===== src/hw/rtl/uyvy_2x2_downscale_to_rgb_defines.svh =====
// Assertion macros shared by the converter's modules.
`ifndef UYVY_2X2_DOWNSCALE_TO_RGB_DEFINES_SVH
`define UYVY_2X2_DOWNSCALE_TO_RGB_DEFINES_SVH
`ifndef SYNTH
`define UYDS_ASSERT_IMPL(lbl, ante, cons) \
  lbl: assert property (@(posedge clk) disable iff (!rst_n) (ante) |-> (cons)) \
    else $error("uyds: assertion failed");
`define UYDS_ASSERT_NEXT(lbl, ante, cons) \
  lbl: assert property (@(posedge clk) disable iff (!rst_n) (ante) |=> cons) \
    else $error("uyds: assertion failed");
`else
`define UYDS_ASSERT_IMPL(lbl, ante, cons)
`define UYDS_ASSERT_NEXT(lbl, ante, cons)
`endif
`endif


===== src/hw/rtl/uyds_fifo.sv =====
module uyds_fifo #(
  parameter int WIDTH = 8,
  parameter int DEPTH = 4
) (
  input  logic             clk,
  input  logic             rst_n,
  input  logic             push,
  input  logic [WIDTH-1:0] din,
  output logic             full,
  input  logic             pop,
  output logic [WIDTH-1:0] dout,
  output logic             empty
);

  localparam int AW = (DEPTH > 1) ? $clog2(DEPTH) : 1;
  localparam int CW = $clog2(DEPTH + 1);

  logic [WIDTH-1:0] mem_r [DEPTH];
  logic [AW-1:0]    wr_ptr_r, wr_ptr_nxt;
  logic [AW-1:0]    rd_ptr_r, rd_ptr_nxt;
  logic [CW-1:0]    cnt_r, cnt_nxt;
  logic             do_push, do_pop;

  assign full    = (cnt_r == CW'(DEPTH));
  assign empty   = (cnt_r == '0);
  assign do_push = push && !full;
  assign do_pop  = pop && !empty;
  assign dout    = mem_r[rd_ptr_r];

  always_comb begin
    wr_ptr_nxt = wr_ptr_r;
    rd_ptr_nxt = rd_ptr_r;
    cnt_nxt    = cnt_r;
    if (do_push) begin
      wr_ptr_nxt = (wr_ptr_r == AW'(DEPTH - 1)) ? '0 : wr_ptr_r + 1'b1;
    end
    if (do_pop) begin
      rd_ptr_nxt = (rd_ptr_r == AW'(DEPTH - 1)) ? '0 : rd_ptr_r + 1'b1;
    end
    if (do_push && !do_pop) begin
      cnt_nxt = cnt_r + 1'b1;
    end else if (do_pop && !do_push) begin
      cnt_nxt = cnt_r - 1'b1;
    end
  end

  always_ff @(posedge clk) begin
    if (!rst_n) begin
      wr_ptr_r <= '0;
      rd_ptr_r <= '0;
      cnt_r    <= '0;
    end else begin
      wr_ptr_r <= wr_ptr_nxt;
      rd_ptr_r <= rd_ptr_nxt;
      cnt_r    <= cnt_nxt;
    end
  end

  always_ff @(posedge clk) begin
    if (do_push) begin
      mem_r[wr_ptr_r] <= din;
    end
  end

endmodule


===== config.mk =====
export PLATFORM = sky130hd
export DESIGN_NAME = uyds_fifo
export DESIGN_NICKNAME = d
export VERILOG_FILES = /design/src/hw/rtl/uyvy_2x2_downscale_to_rgb_defines.svh /design/src/hw/rtl/uyds_fifo.sv
export SDC_FILE = /design/constraint.sdc
export NUM_CORES = 1
export LEC_CHECK = 0
export BUFFER_PORTS_ARGS = -buffer_cell sky130_fd_sc_hd__buf_2
export CORE_MARGIN = 2
export CORE_UTILIZATION = 49
export CTS_BUF_LIST = sky130_fd_sc_hd__clkbuf_16
export CTS_CLUSTER_DIAMETER = 100
export DETAILED_ROUTE_END_ITERATION = 7
export PLACE_DENSITY_LB_ADDON = 0.05
export SLEW_MARGIN = 20
export SYNTH_ARGS = -nofsm -noshare
export SYNTH_HDL_FRONTEND = slang
export SYNTH_SLANG_ARGS = --single-unit

===== constraint.sdc =====
create_clock -name clk -period 2.12 [get_ports clk]
set_input_delay 0.424 -clock clk [delete_from_list [all_inputs] [get_ports clk]]
set_output_delay 0.424 -clock clk [all_outputs]
set_load 0.05 [all_outputs]

Word-level counts from Yosys, hierarchy flattened
Memories as Yosys holds them, arrays and structs flattened. A register that Yosys moved wholly into a read port is not among the register bits.
Index checks and enable logic that the tools add are counted.
{"block": "op_classes", "order_cmp": 0, "reduce_logical": 10, "mux": 8, "n_div": 0, "n_shift": 0, "n_addsub": 4, "multipliers": 0, "n_eq_ne": 3, "n_bitwise": 0}
{"operator": "2-bit 2-to-1 mux", "count": 4}
{"operator": "3-bit 2-to-1 mux", "count": 2}
{"operator": "2-bit by 1-bit adder with 2-bit output, second input constant", "count": 2}
{"operator": "2-bit == test, second input constant", "count": 2}
{"operator": "1-bit logical AND", "count": 4}
{"operator": "1-bit logical NOT", "count": 4}
{"operator": "3-bit by 1-bit adder with 3-bit output, second input constant", "count": 1}
{"operator": "3-bit == test, second input constant", "count": 1}
{"operator": "3-bit logical NOT", "count": 1}
{"operator": "3-bit by 1-bit subtractor with 3-bit output, second input constant", "count": 1}
{"operator": "1-bit 2-to-1 mux", "count": 2}
{"operator": "2-bit nonzero test", "count": 1}
{"block": "totals", "latch_bits": 0, "regBits": 7, "mem_bits_ro": 0, "ram_bits": 32, "mem_count": 1}
{"name": "mem_r", "depth": 4, "word_bits": 8, "read_ports": 1, "rd_clocked_by_memory_dff": 1, "write_ports": 1, "line": "uyds_fifo.sv:18", "source": "logic [WIDTH-1:0] mem_r [DEPTH];"}

Logic depth before layout (Yosys ltp)
{"block": "logic_depth", "depth_word": 7, "ltp_mapped": 9, "depth_no_buf": 8}

Worst setup path before layout
OpenSTA, ideal clock, no wires.
{"block": "synth_timing", "path_type": "reg-to-reg", "start": "register cnt_r[1]", "end": "register cnt_r[2]", "path_stages_with_launch": 10, "arrival_ns": 2.259, "path_slack_ns": -0.215, "required_ns": 2.044, "setup_ns": 0.076, "cell_sequence": "dfxtp_1 > nor3b_2 > nor2b_1 > buf_2 > ha_1 > inv_1 > fa_1 > xor2_1 > or3_1 > a21boi_0"}
{"block": "synth_via", "elab_chain_len": 6, "elab_cells_between_ends": 15}
{"element": "start: declaration", "line": "uyds_fifo.sv:21", "source": "logic [CW-1:0] cnt_r, cnt_nxt;"}
{"element": "start signal: assignment", "line": "uyds_fifo.sv:55", "source": "cnt_r <= cnt_nxt;"}
{"element": "3-bit == test *", "line": "uyds_fifo.sv:24", "source": "assign full = (cnt_r == CW'(DEPTH));"}
{"element": "named net full", "line": "uyds_fifo.sv:9", "source": "output logic full,"}
{"element": "1-bit logical NOT *", "line": "uyds_fifo.sv:26", "source": "assign do_push = push && !full;"}
{"element": "1-bit logical AND *", "line": "uyds_fifo.sv:26"}
{"element": "named net do_push", "line": "uyds_fifo.sv:22", "source": "logic do_push, do_pop;"}
{"element": "1-bit logical NOT", "line": "uyds_fifo.sv:42", "source": "end else if (do_pop && !do_push) begin"}
{"element": "1-bit logical AND", "line": "uyds_fifo.sv:42"}
{"element": "2-bit nonzero test (no line)"}
Mark *: on every way through the listed nets, which the timed path passes. The rest lies on a longest branch. The select of a mux whose other input is x is not followed.
A chain may end at the register's enable or synchronous reset.

Final worst setup path
{"block": "layout_timing", "start": "register cnt_r[1]", "end": "register cnt_r[2]"}
{"block": "layout_via", "elab_chain_len": 6, "elab_cells_between_ends": 15}
{"element": "branches (longest 6 deep; another with 3-bit by 1-bit subtractor with 3-bit output)"}
Several ways; the timed one is not identified. The select of a mux whose other input is x is not followed.

==> results.sh <==
export IMPL_synth_nets=112
export IMPL_synth_edf_count=32
export IMPL_dr_pass1_iters=4
export IMPL_rsz0062_at_grt="false"
export IMPL_final_cells=166
export IMPL_grt_max_degree=13
export IMPL_drc_errors=0
export IMPL_maxSlewHeadroom=0.7060
export IMPL_antenna_found_initial=0
export IMPL_finalPower_uw=2637
export IMPL_dieArea_sq_um=3804
export IMPL_yosys_warnings=0
export IMPL_cp_max_fo=5
export IMPL_r2r_start="cnt_r[1]"
export IMPL_setup_violations=0
export IMPL_synth_cell_types=23
export IMPL_core_area_sq_um=3103
export IMPL_startpoint_type="flip-flop"
export IMPL_port_buffers=21
export IMPL_hold_viol=0
export IMPL_p_seq_frac=0.412
export IMPL_worstSetupStartpoint="cnt_r[1]"
export IMPL_start_util=0.5254
export IMPL_post_cts_buffers=0
export IMPL_syn_cell_area_sq_um=1630
export IMPL_clock_root_buffer="clkbuf_16"
export IMPL_hold_path_class="in -> reg"
export IMPL_reg2reg_depth=7
export IMPL_fin_crit_sh=0.9456
export IMPL_cts_htree_levels=2
export IMPL_avgRoutedWirePerCell_microns=15.21
export IMPL_first_iter_violations=22
export IMPL_final_util=0.6343
export IMPL_place_hpwl_mm=1.744
export IMPL_gp_congestion=0.7007
export IMPL_viasPerCell=5.078
export IMPL_cts_sinks=41
export IMPL_grt_overflow=0
export IMPL_finalWirelength_mm=2.525
export IMPL_peakVddDrop_mv=0.8194
export IMPL_clkPwrFrac=0.263
export IMPL_insertion_delay_ns=0.28
export IMPL_insertedDiodeCount=0
export IMPL_p_leak_uw=0.0007274
export IMPL_maxSlewViolCount=0
export IMPL_tightest_slew_ns=0.4410
export IMPL_outcome="finished clean"
export IMPL_finalClockSkew_ns=0.004810
export IMPL_critPathKind="reg -> reg"
export IMPL_area_growth_pct=20.72
export IMPL_regToRegSetupSlack_ns=0.12
export IMPL_die_h_microns=61.68
export IMPL_ios=22
export IMPL_arrival_ns=2.20
export IMPL_setup_tns_final_ns=0
export IMPL_syn_avg_cell_area_sq_um=17.53
export IMPL_fmax_mhz=498.8
export IMPL_crit_required_ns=2.32
export IMPL_final_cell_mix="edfxtp_1 (32), buf_2 (21), mux4_2 (8), nand2_1 (6), dfxtp_1 (6)"
export IMPL_final_antenna_net_count=0
export IMPL_cts_tree="yes"
export IMPL_rows=20
export IMPL_hold_ws_ns=0.3597
export IMPL_crit_end="cnt_r[2]"
export IMPL_netSwitchingPower_uw=899.3
export IMPL_period_needed_ns=2.005
export IMPL_max_cap_violations=0
export IMPL_p_int_uw=1738
export IMPL_ys_ff_latch=41
export IMPL_clkTransAtPathRegs_ns=0.06
export IMPL_switching_share=0.3410
export IMPL_grt_pass1_vias=849
export IMPL_fin_nets=140
export IMPL_clock_path_buffers=2
export IMPL_syn_inst=93
export IMPL_layout_commonest_cell="edfxtp_1"
export IMPL_drive_above_1_share=0.3689
export IMPL_synth_seq_area_share=0.6999
export IMPL_pwr_share_comb=0.325
export IMPL_power_density_nw_per_um2=1340
export IMPL_grt_pass1_wl_mm=4.043
export IMPL_cp_end_kind="flip-flop"
export IMPL_numCtsBuffers=5
export IMPL_cts_hold_buf=0
export IMPL_r2r_end="cnt_r[2]"
export IMPL_synth_flop_cell="edfxtp_1"
export IMPL_placed_cells=158
export IMPL_ys_async_sr_fraction=0
export IMPL_die_x_microns=61.68
export IMPL_grtUsageTotal=0.1650
export IMPL_dr_total_vias=843
==> per-stage QoR <==
step / worst slack (ns) / area (sq um)
after floorplan: 0.007571 / 1643
after global placement: 0.1275 / 1815
after detailed placement: -0.04031 / 1815
after CTS: 0.02618 / 1957
after global routing: 0.005106 / 1968
final: 0.1153 / 1968
==> per-layer routing <==
metal  vias up  track usage  part of all wire
met1       412       0.1863              0.42
met5         -            0                 0
met2        18       0.2692              0.51
li1        407            -                 -
met3         6      0.06303             0.046
met4         0      0.09119             0.027
==> flip-flops by register name (all words and copies together) (netlist names), named ones only <==
name,cells
cnt_r,3
mem_r,32
rd_ptr_r,2
wr_ptr_r,2
==> critical path, cell delays in order, from the launching register on <==
cell      delay, ns
dfxtp_2        0.36
o31ai_4        0.27
ha_2           0.22
inv_1          0.05
fa_1           0.38
xor2_1         0.16
or3_1          0.32
a21boi_1       0.17
==> power groups by stage <==
| stage | combinational [uW] | sequential (uW) | clock [uW] |
|---|---|---|---|
| 2_1_floorplan | 685 | 1060 | 0 |
| 3_3_place_gp | 845 | 1090 | 0 |
| 3_5_place_dp | 853 | 1090 | 0 |
| 4_1_cts | 861 | 1080 | 708 |
| 5_1_grt | 936 | 1100 | 744 |
| 6_report | 857 | 1090 | 693 |
==> synth_stat cells, drive strengths merged (2+ instances only) <==
library cell / count / area share
edfxtp: 32 / 0.59
dfxtp: 9 / 0.11
mux4: 8 / 0.11
ha: 6 / 0.046
nand2: 6 / 0.014
and2: 5 / 0.019
buf: 3 / 0.0084
inv: 3 / 0.0069
mux2i: 3 / 0.018
o21ai: 3 / 0.0092
nand3: 2 / 0.0061
nor2: 2 / 0.0046
nor2b: 2 / 0.0077
==> kinds of logic after synthesis <==
group / synth area share
flops: 0.6999
buf+inv: 0.01765
compound gates: 0.01842
fa+ha+maj: 0.05833
xor+xnor: 0.01075
mux: 0.1289
simple gates: 0.06600
==> area by class of cell <==
| class | instances | area [sq um] |
|---|---|---|
| clock inverters | 3 | 11.26 |
| well taps | 44 | 55.05 |
| fillers | 252 | 1135 |
| repair buffers | 25 | 135.1 |
| clock buffers | 5 | 125.1 |
| flip-flops and latches | 41 | 1145 |
| multi-input cells | 45 | 485.5 |
| inverters | 3 | 11.26 |
==> worst min path at each step <==
stage                start          end  cells past startpoint
5_1_grt             din[3]  mem_r[3][3]                      1
2_1_floorplan  wr_ptr_r[1]  wr_ptr_r[1]                      2
3_3_place_gp   rd_ptr_r[1]    flip-flop                      2
3_5_place_dp   wr_ptr_r[1]  wr_ptr_r[1]                      2
6_report            din[5]  mem_r[2][5]                      1
4_1_cts             din[5]  mem_r[2][5]                      1
==> timing repair <==
item | CTS | global route
resized for setup | 1 | 3
setup endpoints to repair | 1 | 1
pin swaps | 0 | 1
gates cloned | 0 | 0
Power figures use the tool's default switching activity.
