### config.mk
export PLATFORM = sky130hd
export DESIGN_NAME = uyds_front
export DESIGN_NICKNAME = d
export VERILOG_FILES = /design/src/hw/rtl/uyvy_2x2_downscale_to_rgb_defines.svh /design/src/hw/rtl/uyds_pkg.sv /design/src/hw/rtl/uyds_front.sv
export SDC_FILE = /design/constraint.sdc
export NUM_CORES = 1
export LEC_CHECK = 0
export BUFFER_PORTS_ARGS = -buffer_cell sky130_fd_sc_hd__buf_2
export CAP_MARGIN = 5
export CORE_MARGIN = 5
export CORE_UTILIZATION = 45
export CTS_CLUSTER_SIZE = 10
export DETAILED_ROUTE_END_ITERATION = 10
export PLACE_DENSITY = 0.72
export SYNTH_ARGS = -nofsm -noshare
export SYNTH_HDL_FRONTEND = slang
export SYNTH_SLANG_ARGS = --single-unit
### constraint.sdc
create_clock -name clk -period 5.41 [get_ports clk]
set_input_delay 0.2705 -clock clk [delete_from_list [all_inputs] [get_ports clk]]
set_output_delay 0.2705 -clock clk [all_outputs]
set_load 0.05 [all_outputs]
### src/hw/rtl/uyvy_2x2_downscale_to_rgb_defines.svh
// Assertion macros shared by the converter's modules.
`ifndef UYVY_2X2_DOWNSCALE_TO_RGB_DEFINES_SVH
`define UYVY_2X2_DOWNSCALE_TO_RGB_DEFINES_SVH
`ifndef SYNTH
`define UYDS_ASSERT_IMPL(lbl, ante, cons) \
  lbl: assert property (@(posedge clk) disable iff (!rst_n) (ante) |-> (cons)) \
    else $error("uyds: assertion failed");
`define UYDS_ASSERT_NEXT(lbl, ante, cons) \
  lbl: assert property (@(posedge clk) disable iff (!rst_n) (ante) |=> cons) \
    else $error("uyds: assertion failed");
`else
`define UYDS_ASSERT_IMPL(lbl, ante, cons)
`define UYDS_ASSERT_NEXT(lbl, ante, cons)
`endif
`endif

### src/hw/rtl/uyds_pkg.sv
package uyds_pkg;

  localparam int GPR_W     = 13;
  localparam int ROWS_W    = 14;
  localparam int ROW_W     = 13;
  localparam int COL_W     = 13;
  localparam int ROW_LIMIT = 8192;
  localparam int IN_DEPTH  = 4;
  localparam int OUT_DEPTH = 4;
  localparam int CRED_W    = 3;
  localparam int PADDR_W   = 3;
  localparam int PDATA_W   = 32;

  localparam logic [GPR_W-1:0]  GPR_RESET  = 13'd1296;
  localparam logic [ROWS_W-1:0] ROWS_RESET = 14'd1944;

  localparam logic signed [14:0] COEF_RV = 15'sd4669;
  localparam logic signed [14:0] COEF_GU = 15'sd1618;
  localparam logic signed [14:0] COEF_GV = 15'sd2380;
  localparam logic signed [14:0] COEF_BU = 15'sd8323;
  localparam logic signed [9:0]  CHROMA_BIAS = 10'sd256;

  typedef enum logic {
    REG_GROUPS = 1'b0,
    REG_ROWS   = 1'b1
  } reg_sel_t;

  typedef enum logic {
    OP_STORE = 1'b0,
    OP_BLEND = 1'b1
  } op_t;

  typedef struct packed {
    logic [7:0] u;
    logic [7:0] y0;
    logic [7:0] v;
    logic [7:0] y1;
  } pix_t;

  typedef struct packed {
    logic [GPR_W-1:0]  groups_per_row;
    logic [ROWS_W-1:0] frame_rows;
  } cfg_t;

  typedef struct packed {
    op_t              op;
    logic [COL_W-1:0] col;
    pix_t             pix;
    logic             frame_end;
  } job_t;

  typedef struct packed {
    logic [7:0] red;
    logic [7:0] green;
    logic [7:0] blue;
    logic [7:0] gray;
    logic       frame_end;
  } result_t;

endpackage

### src/hw/rtl/uyds_front.sv
module uyds_front #(
  parameter int MAX_GROUPS = 4096
) (
  input  logic            clk,
  input  logic            rst_n,
  input  logic            push,
  output logic            full,
  input  uyds_pkg::pix_t  pix,
  input  uyds_pkg::cfg_t  cfg,
  output logic            job_push,
  output uyds_pkg::job_t  job,
  input  logic            job_full
);

  localparam int CNT_W = $clog2(MAX_GROUPS);
  localparam int SAT_W = uyds_pkg::ROWS_W;

  logic [CNT_W-1:0]           col_r, col_nxt;
  logic [uyds_pkg::ROW_W-1:0] row_r, row_nxt;
  logic [SAT_W-1:0]           gpr_sat, gpr_m1, rows_sat, rows_m1, pair_rows, pair_m1;
  logic [SAT_W-1:0]           col_x, row_x;
  logic                       accept, last_col, in_pair;

  always_comb begin
    if (cfg.groups_per_row == '0) begin
      gpr_sat = SAT_W'(1);
    end else if (SAT_W'(cfg.groups_per_row) > SAT_W'(MAX_GROUPS)) begin
      gpr_sat = SAT_W'(MAX_GROUPS);
    end else begin
      gpr_sat = SAT_W'(cfg.groups_per_row);
    end
    if (cfg.frame_rows < SAT_W'(2)) begin
      rows_sat = SAT_W'(2);
    end else if (cfg.frame_rows > SAT_W'(uyds_pkg::ROW_LIMIT)) begin
      rows_sat = SAT_W'(uyds_pkg::ROW_LIMIT);
    end else begin
      rows_sat = cfg.frame_rows;
    end
  end

  assign gpr_m1    = gpr_sat - 1'b1;
  assign rows_m1   = rows_sat - 1'b1;
  assign pair_rows = {rows_sat[SAT_W-1:1], 1'b0};
  assign pair_m1   = pair_rows - 1'b1;
  assign col_x     = SAT_W'(col_r);
  assign row_x     = SAT_W'(row_r);
  assign last_col  = (col_x >= gpr_m1);
  assign in_pair   = (row_x < pair_rows);

  assign full     = job_full;
  assign accept   = push && !job_full;
  assign job_push = accept && in_pair;

  always_comb begin
    job.op        = row_r[0] ? uyds_pkg::OP_BLEND : uyds_pkg::OP_STORE;
    job.col       = uyds_pkg::COL_W'(col_r);
    job.pix       = pix;
    job.frame_end = last_col && (row_x >= pair_m1);
  end

  always_comb begin
    col_nxt = col_r;
    row_nxt = row_r;
    if (accept) begin
      if (last_col) begin
        col_nxt = '0;
        row_nxt = (row_x >= rows_m1) ? '0 : row_r + 1'b1;
      end else begin
        col_nxt = col_r + 1'b1;
      end
    end
  end

  always_ff @(posedge clk) begin
    if (!rst_n) begin
      col_r <= '0;
      row_r <= '0;
    end else begin
      col_r <= col_nxt;
      row_r <= row_nxt;
    end
  end

endmodule

---- Word level (Yosys, flattened, before mapping) ----
Index checks and enable logic that the tools add are counted.
operators by class
  add/sub/neg operators ................... 5
  multiplexer cells ....................... 7
  reductions and logical operators ........ 6
  $mul .................................... 0
  div/mod/pow operators ................... 0
  magnitude comparators ................... 7
  bitwise operators ....................... 0
  eq/ne operators ......................... 0
  shifts and indexed selects .............. 0
operators with widths
  cell                                                                   number
  14-bit by 1-bit subtractor with 14-bit output, second input constant   3
  13-bit 2-to-1 mux                                                      3
  13-bit by 14-bit greater-or-equal comparator with 1-bit output         2
  14-bit 2-to-1 mux                                                      2
  12-bit by 14-bit greater-or-equal comparator with 1-bit output         1
  14-bit greater-than comparator, second input constant                  1
  13-bit by 14-bit < comparator with 1-bit output                        1
  14-bit by 2-bit < comparator with 1-bit output, second input constant  1
  13-bit by 1-bit adder with 13-bit output, second input constant        1
  13-bit greater-than comparator, second input constant                  1
  13-bit zero test                                                       1
  12-bit by 1-bit adder with 12-bit output, second input constant        1
  12-bit 2-to-1 mux                                                      1
  1-bit logical AND                                                      3
  2-bit AND reduction                                                    1
  1-bit zero test                                                        1
  1-bit 2-to-1 mux                                                       1
word-level totals
  memory bits (writable) .................. 0
  input port bits ......................... 63
  output and inout port bits .............. 49
  latch bits .............................. 0
  word-level logic and storage cells ...... 27
  register bits ........................... 25
  memories ................................ 0
  bits in read-only memories .............. 0

---- Depth between registers and ports, before layout ----
  depth in word-level cells ............... 6
  mapped depth ............................ 22

---- Worst setup path after synthesis ----
OpenSTA, ideal clock, no wires.
  path kind ............................... input to output
  start ................................... input port cfg[21] (netlist bit)
  end ..................................... output port job[0] (netlist bit)
  slack ................................... 1.289 ns
  data arrival time ....................... 3.851 ns
  data required time ...................... 5.140 ns
  stages .................................. 16
  cell sequence ........................... or4_4 > or4_4 > nor2_1 > o21ai_1 > ha_1 > clkbuf_1 > o21ai_0 > a2bb2oi_1 > ha_1 > nand3_1 > o211ai_1 > a21oi_1 > nand2_1 > nand3_1 > a211o_1 > a21oi_1
RTL lines
  what                line              source
  start: declaration  uyds_front.sv:9   input uyds_pkg::cfg_t cfg,
  end: declaration    uyds_front.sv:11  output uyds_pkg::job_t job,

---- Final worst setup path ----
  start ................................... input port cfg[8] (netlist bit)
  end ..................................... register row_r[6] (netlist bit)
between the ends
  cells in the longest elaborated chain, start to end .. 6
ends and longest elaborated chain
  what                                                                line              source
  14-bit greater-than comparator                                      uyds_front.sv:34  end else if (cfg.frame_rows > SAT_W'(uyds_pkg::ROW_LIMIT)) begin
  14-bit 2-to-1 mux                                                   uyds_front.sv:34
  14-bit 2-to-1 mux (*)                                               uyds_front.sv:32  if (cfg.frame_rows < SAT_W'(2)) begin
  14-bit by 1-bit subtractor with 14-bit output (*)                   uyds_front.sv:42  assign rows_m1 = rows_sat - 1'b1;
  13-bit by 14-bit greater-or-equal comparator with 1-bit output (*)  uyds_front.sv:67  row_nxt = (row_x >= rows_m1) ? '0 : row_r + 1'b1;
  13-bit 2-to-1 mux (*)                                               uyds_front.sv:67
  end signal: assignment                                              uyds_front.sv:80  row_r <= row_nxt;
  end: declaration                                                    uyds_front.sv:19  logic [uyds_pkg::ROW_W-1:0] row_r, row_nxt;
Mark *: on every way between the ends. The rest lies on a longest branch, timed or not.
A chain may end at the register's enable or synchronous reset.

==> flow_summary.toml <==
[routing]
wl_mm = 8.366
drc = 0
first_iter_violations = 206
first_pass_iters = 5
wl_per_cell_um = 15.02
viasPerCell = 5.831
ant_nets = 0
num_vias = 3248

[grt]
grt_pass1_vias = 2964
grt_pass1_wl_mm = 14.00
groute.usage.overall_pct = 17.05
grt_overflow = 0
grt_start_max_net_pins = 23
antenna_found_initial = 0

[clock_network]
root_buffer = "clkbuf_8"
postCtsSetupRepairBufs = 0
cts_resized = 0
clkTransAtPathRegs_ps = 90
cts_buffers = 3
cts_hold_buffers = 0
clk_latency_ps = 270
cts_tree = "built"
cts_sinks = 25
cts_max_level = 1
cts_buffer_depth = 2

[floorplan]
ioPinCount = 112
row_count = 31
die_h_um = 97.22
die_area_sq_um = 9452
core_area_sq_um = 7331
die_w_um = 97.22
start_util_pct = 46.70

[timing]
period_share_pct = 85.58
fmax_ghz = 0.2160
rsz0062_at_grt = "no"
finalSetupViolCount = 0
worst_pin_slew_ps = 839.7
hold_viol_final = 0
final_max_slew_viol_count = 0
clock_skew_ps = 2.523
tns_ps = 0
slew_headroom_pct = 44.02
setup_ws_ps = 780.0
min_period_ps = 4630

[placement]
place.gp.congestion = 0.8427
dp_cells = 553
port_buffers = 46
hpwl_mm = 6.777
pre_cts_slack_ps = 529.7

[worst_hold_path]
hp-class = "primary input to register"
min_path_cells = 4

[yosys]
synth_area_per_cell_sq_um = 7.474
netlist_instances = 458
ys.flop_type = "dfxtp_1"
synth_top_family_by_area = "simple AND/OR/NAND/NOR gates"
synth_nets = 575
ys_seq_area_share_pct = 14.62
yosysWarningCount = 0
synthesis.area_sq_um = 3423
synth_edf_count = 0
ys_types = 59
synth_compound_area_share_pct = 21.64
muxShareOfSynthArea_pct = 0.2924
synthAdderAreaFrac_pct = 19.74
synth_seq_cells = 25
async_flop_share_pct = 0
yosys.area_share.simple_pct = 26.02
synth-xor-area-share_pct = 6.140

[run_status]
outcome = "finished clean"

[critical_path]
crit_buf_inv = 2
worst_path_max_delay_cell = "or3_1"
path_cells = "buf_2 -> nor4_4 -> and2_1 -> a21oi_1 -> nor2_1 -> inv_1 -> ha_1 -> o21ai_1 -> o21bai_1 -> o221ai_1 -> ha_1 -> a21oi_1 -> nor4b_1 -> o311ai_1 -> o211a_2 -> or3_1 -> o41ai_1"
r2r_cells = 7
critPathCaptureType = "register"
worstPathRequired_ps = 5590
worstSetupPathType = "primary input to register"
slowest_delay_ps = 530
crit_family = "compound AO/OA/AOI/OAI gates"
worst-path-max-fanout = 14
cp.arrival_ps = 4810
critical_path_depth = 17
critPathLaunchType = "primary input"

[power_and_ir_drop]
irDropWorstVdd_mv = 0.08167
power_density_nw_per_um2 = 129.7
cellLeakagePower_nw = 1.517

[cells_and_area]
syn2layout_area_growth_pct = 2.010
nNetsFinal = 576
drive_gt1_share_pct = 12.88
diodes = 0
finalNonFillerCells = 557

[job]
drv_cap = 0
-- cell families after synthesis --
| family | count (synthesis) |
|---|---|
| simple gates | 176 |
| other cells | 1 |
| mux | 1 |
| fa+ha+maj | 54 |
| compound gates | 114 |
| buf+inv | 63 |
| xor+xnor | 24 |
| flops | 25 |
-- where the power goes --
part	leakage, nW	switching [mW]	internal (mW)
combinational	1.29	0.0953	0.0572
clock	0.0228	0.0616	0.0528
sequential	0.201	0.00142	0.185
-- registers in the layout (all words and copies together) (netlist names) --
name   cells
col_r     12
row_r     13
-- worst min-delay path, stage by stage --
cell and delay [ps]:
buf_2 90, nand2b_1 120, nand2_1 100, a21oi_1 50
-- synth_stat cells, drive strengths merged (2+ instances only) --
| library cell | n | area share [%] |
|---|---|---|
| ha | 54 | 20 |
| nor2 | 48 | 5.3 |
| buf | 39 | 8.4 |
| nand2 | 39 | 4.3 |
| o21ai | 36 | 5.3 |
| dfxtp | 25 | 15 |
| a21oi | 24 | 3.6 |
| nand3 | 19 | 2.8 |
| nor3 | 16 | 2.3 |
| xor2 | 15 | 3.8 |
| inv | 12 | 1.3 |
| clkbuf | 11 | 1.2 |
| nand2b | 10 | 1.8 |
| o21a | 9 | 2.0 |
| xnor2 | 9 | 2.3 |
| nor4 | 8 | 2.1 |
| o31ai | 8 | 2.2 |
| or3 | 7 | 1.3 |
| and3 | 6 | 1.1 |
| nor3b | 6 | 1.3 |
| nand4 | 5 | 0.91 |
| o211ai | 5 | 1.1 |
| a21o | 4 | 0.88 |
| nor2b | 4 | 0.73 |
| a211o | 3 | 0.77 |
| a211oi | 3 | 0.66 |
| a31oi | 3 | 0.55 |
| or4 | 3 | 0.88 |
| a2bb2oi | 2 | 0.51 |
| and2 | 2 | 0.37 |
| nor4b | 2 | 0.51 |
| o21bai | 2 | 0.44 |
| o221ai | 2 | 0.51 |
| o41ai | 2 | 0.51 |
-- metrics by stage --
stage	hold slack (ps)	area [sq um]	power (mW)	util [%]
after floorplan	408.1	3423	0.3619	-
after global placement	522.9	3447	0.3374	47.02
after detailed placement	526.5	3447	0.3421	47.02
after CTS	397.4	3492	0.4541	47.64
after global routing	424.3	3492	0.4851	47.64
final	403.0	3492	0.4531	47.64
-- final timing paths --
path / from / to / slack (ps)
max: cfg[8] / row_r[6]$_SDFFE_PN0P_ / 780
min reg2reg: col_r[1]$_SDFFE_PN0P_ / col_r[1]$_SDFFE_PN0P_ / 540
min: push / col_r[1]$_SDFFE_PN0P_ / 400
max reg2reg: row_r[12]$_SDFFE_PN0P_ / row_r[6]$_SDFFE_PN0P_ / 2620
-- final cells by class --
type | count | area, sq um
Fill cell | 731 | 3839
Sequential cell | 25 | 500.5
Clock buffer | 4 | 45.04
Tap cell | 99 | 123.9
Multi-Input combinational cell | 370 | 2531
Timing Repair Buffer | 46 | 230.2
Inverter | 13 | 61.31
-- per-layer routing --
metal  part of all wire [%]  track usage [%]  wire length, um  vias to the layer above
met1                     44            21.82             3718                     1484
met5                      0                0                0                        -
li1                       -                -                -                     1639
met3                    6.3            3.302              523                       14
met2                     48            29.25             4011                      111
met4                    1.4            4.473              113                        0
-- cell usage in the layout, fill, tap and decap left out, drive strengths merged, types with 6 or more instances in the layout --
master and instances:
ha 54, nor2 48, buf 46, nand2 39, o21ai 36, dfxtp 25, a21oi 24, nand3 19
nor3 16, xor2 15, inv 12, nand2b 10, xnor2 9, o21a 9, o31ai 8, nor4 8
or3 7, nor3b 6, and3 6
(Power assumes the default switching activity.)
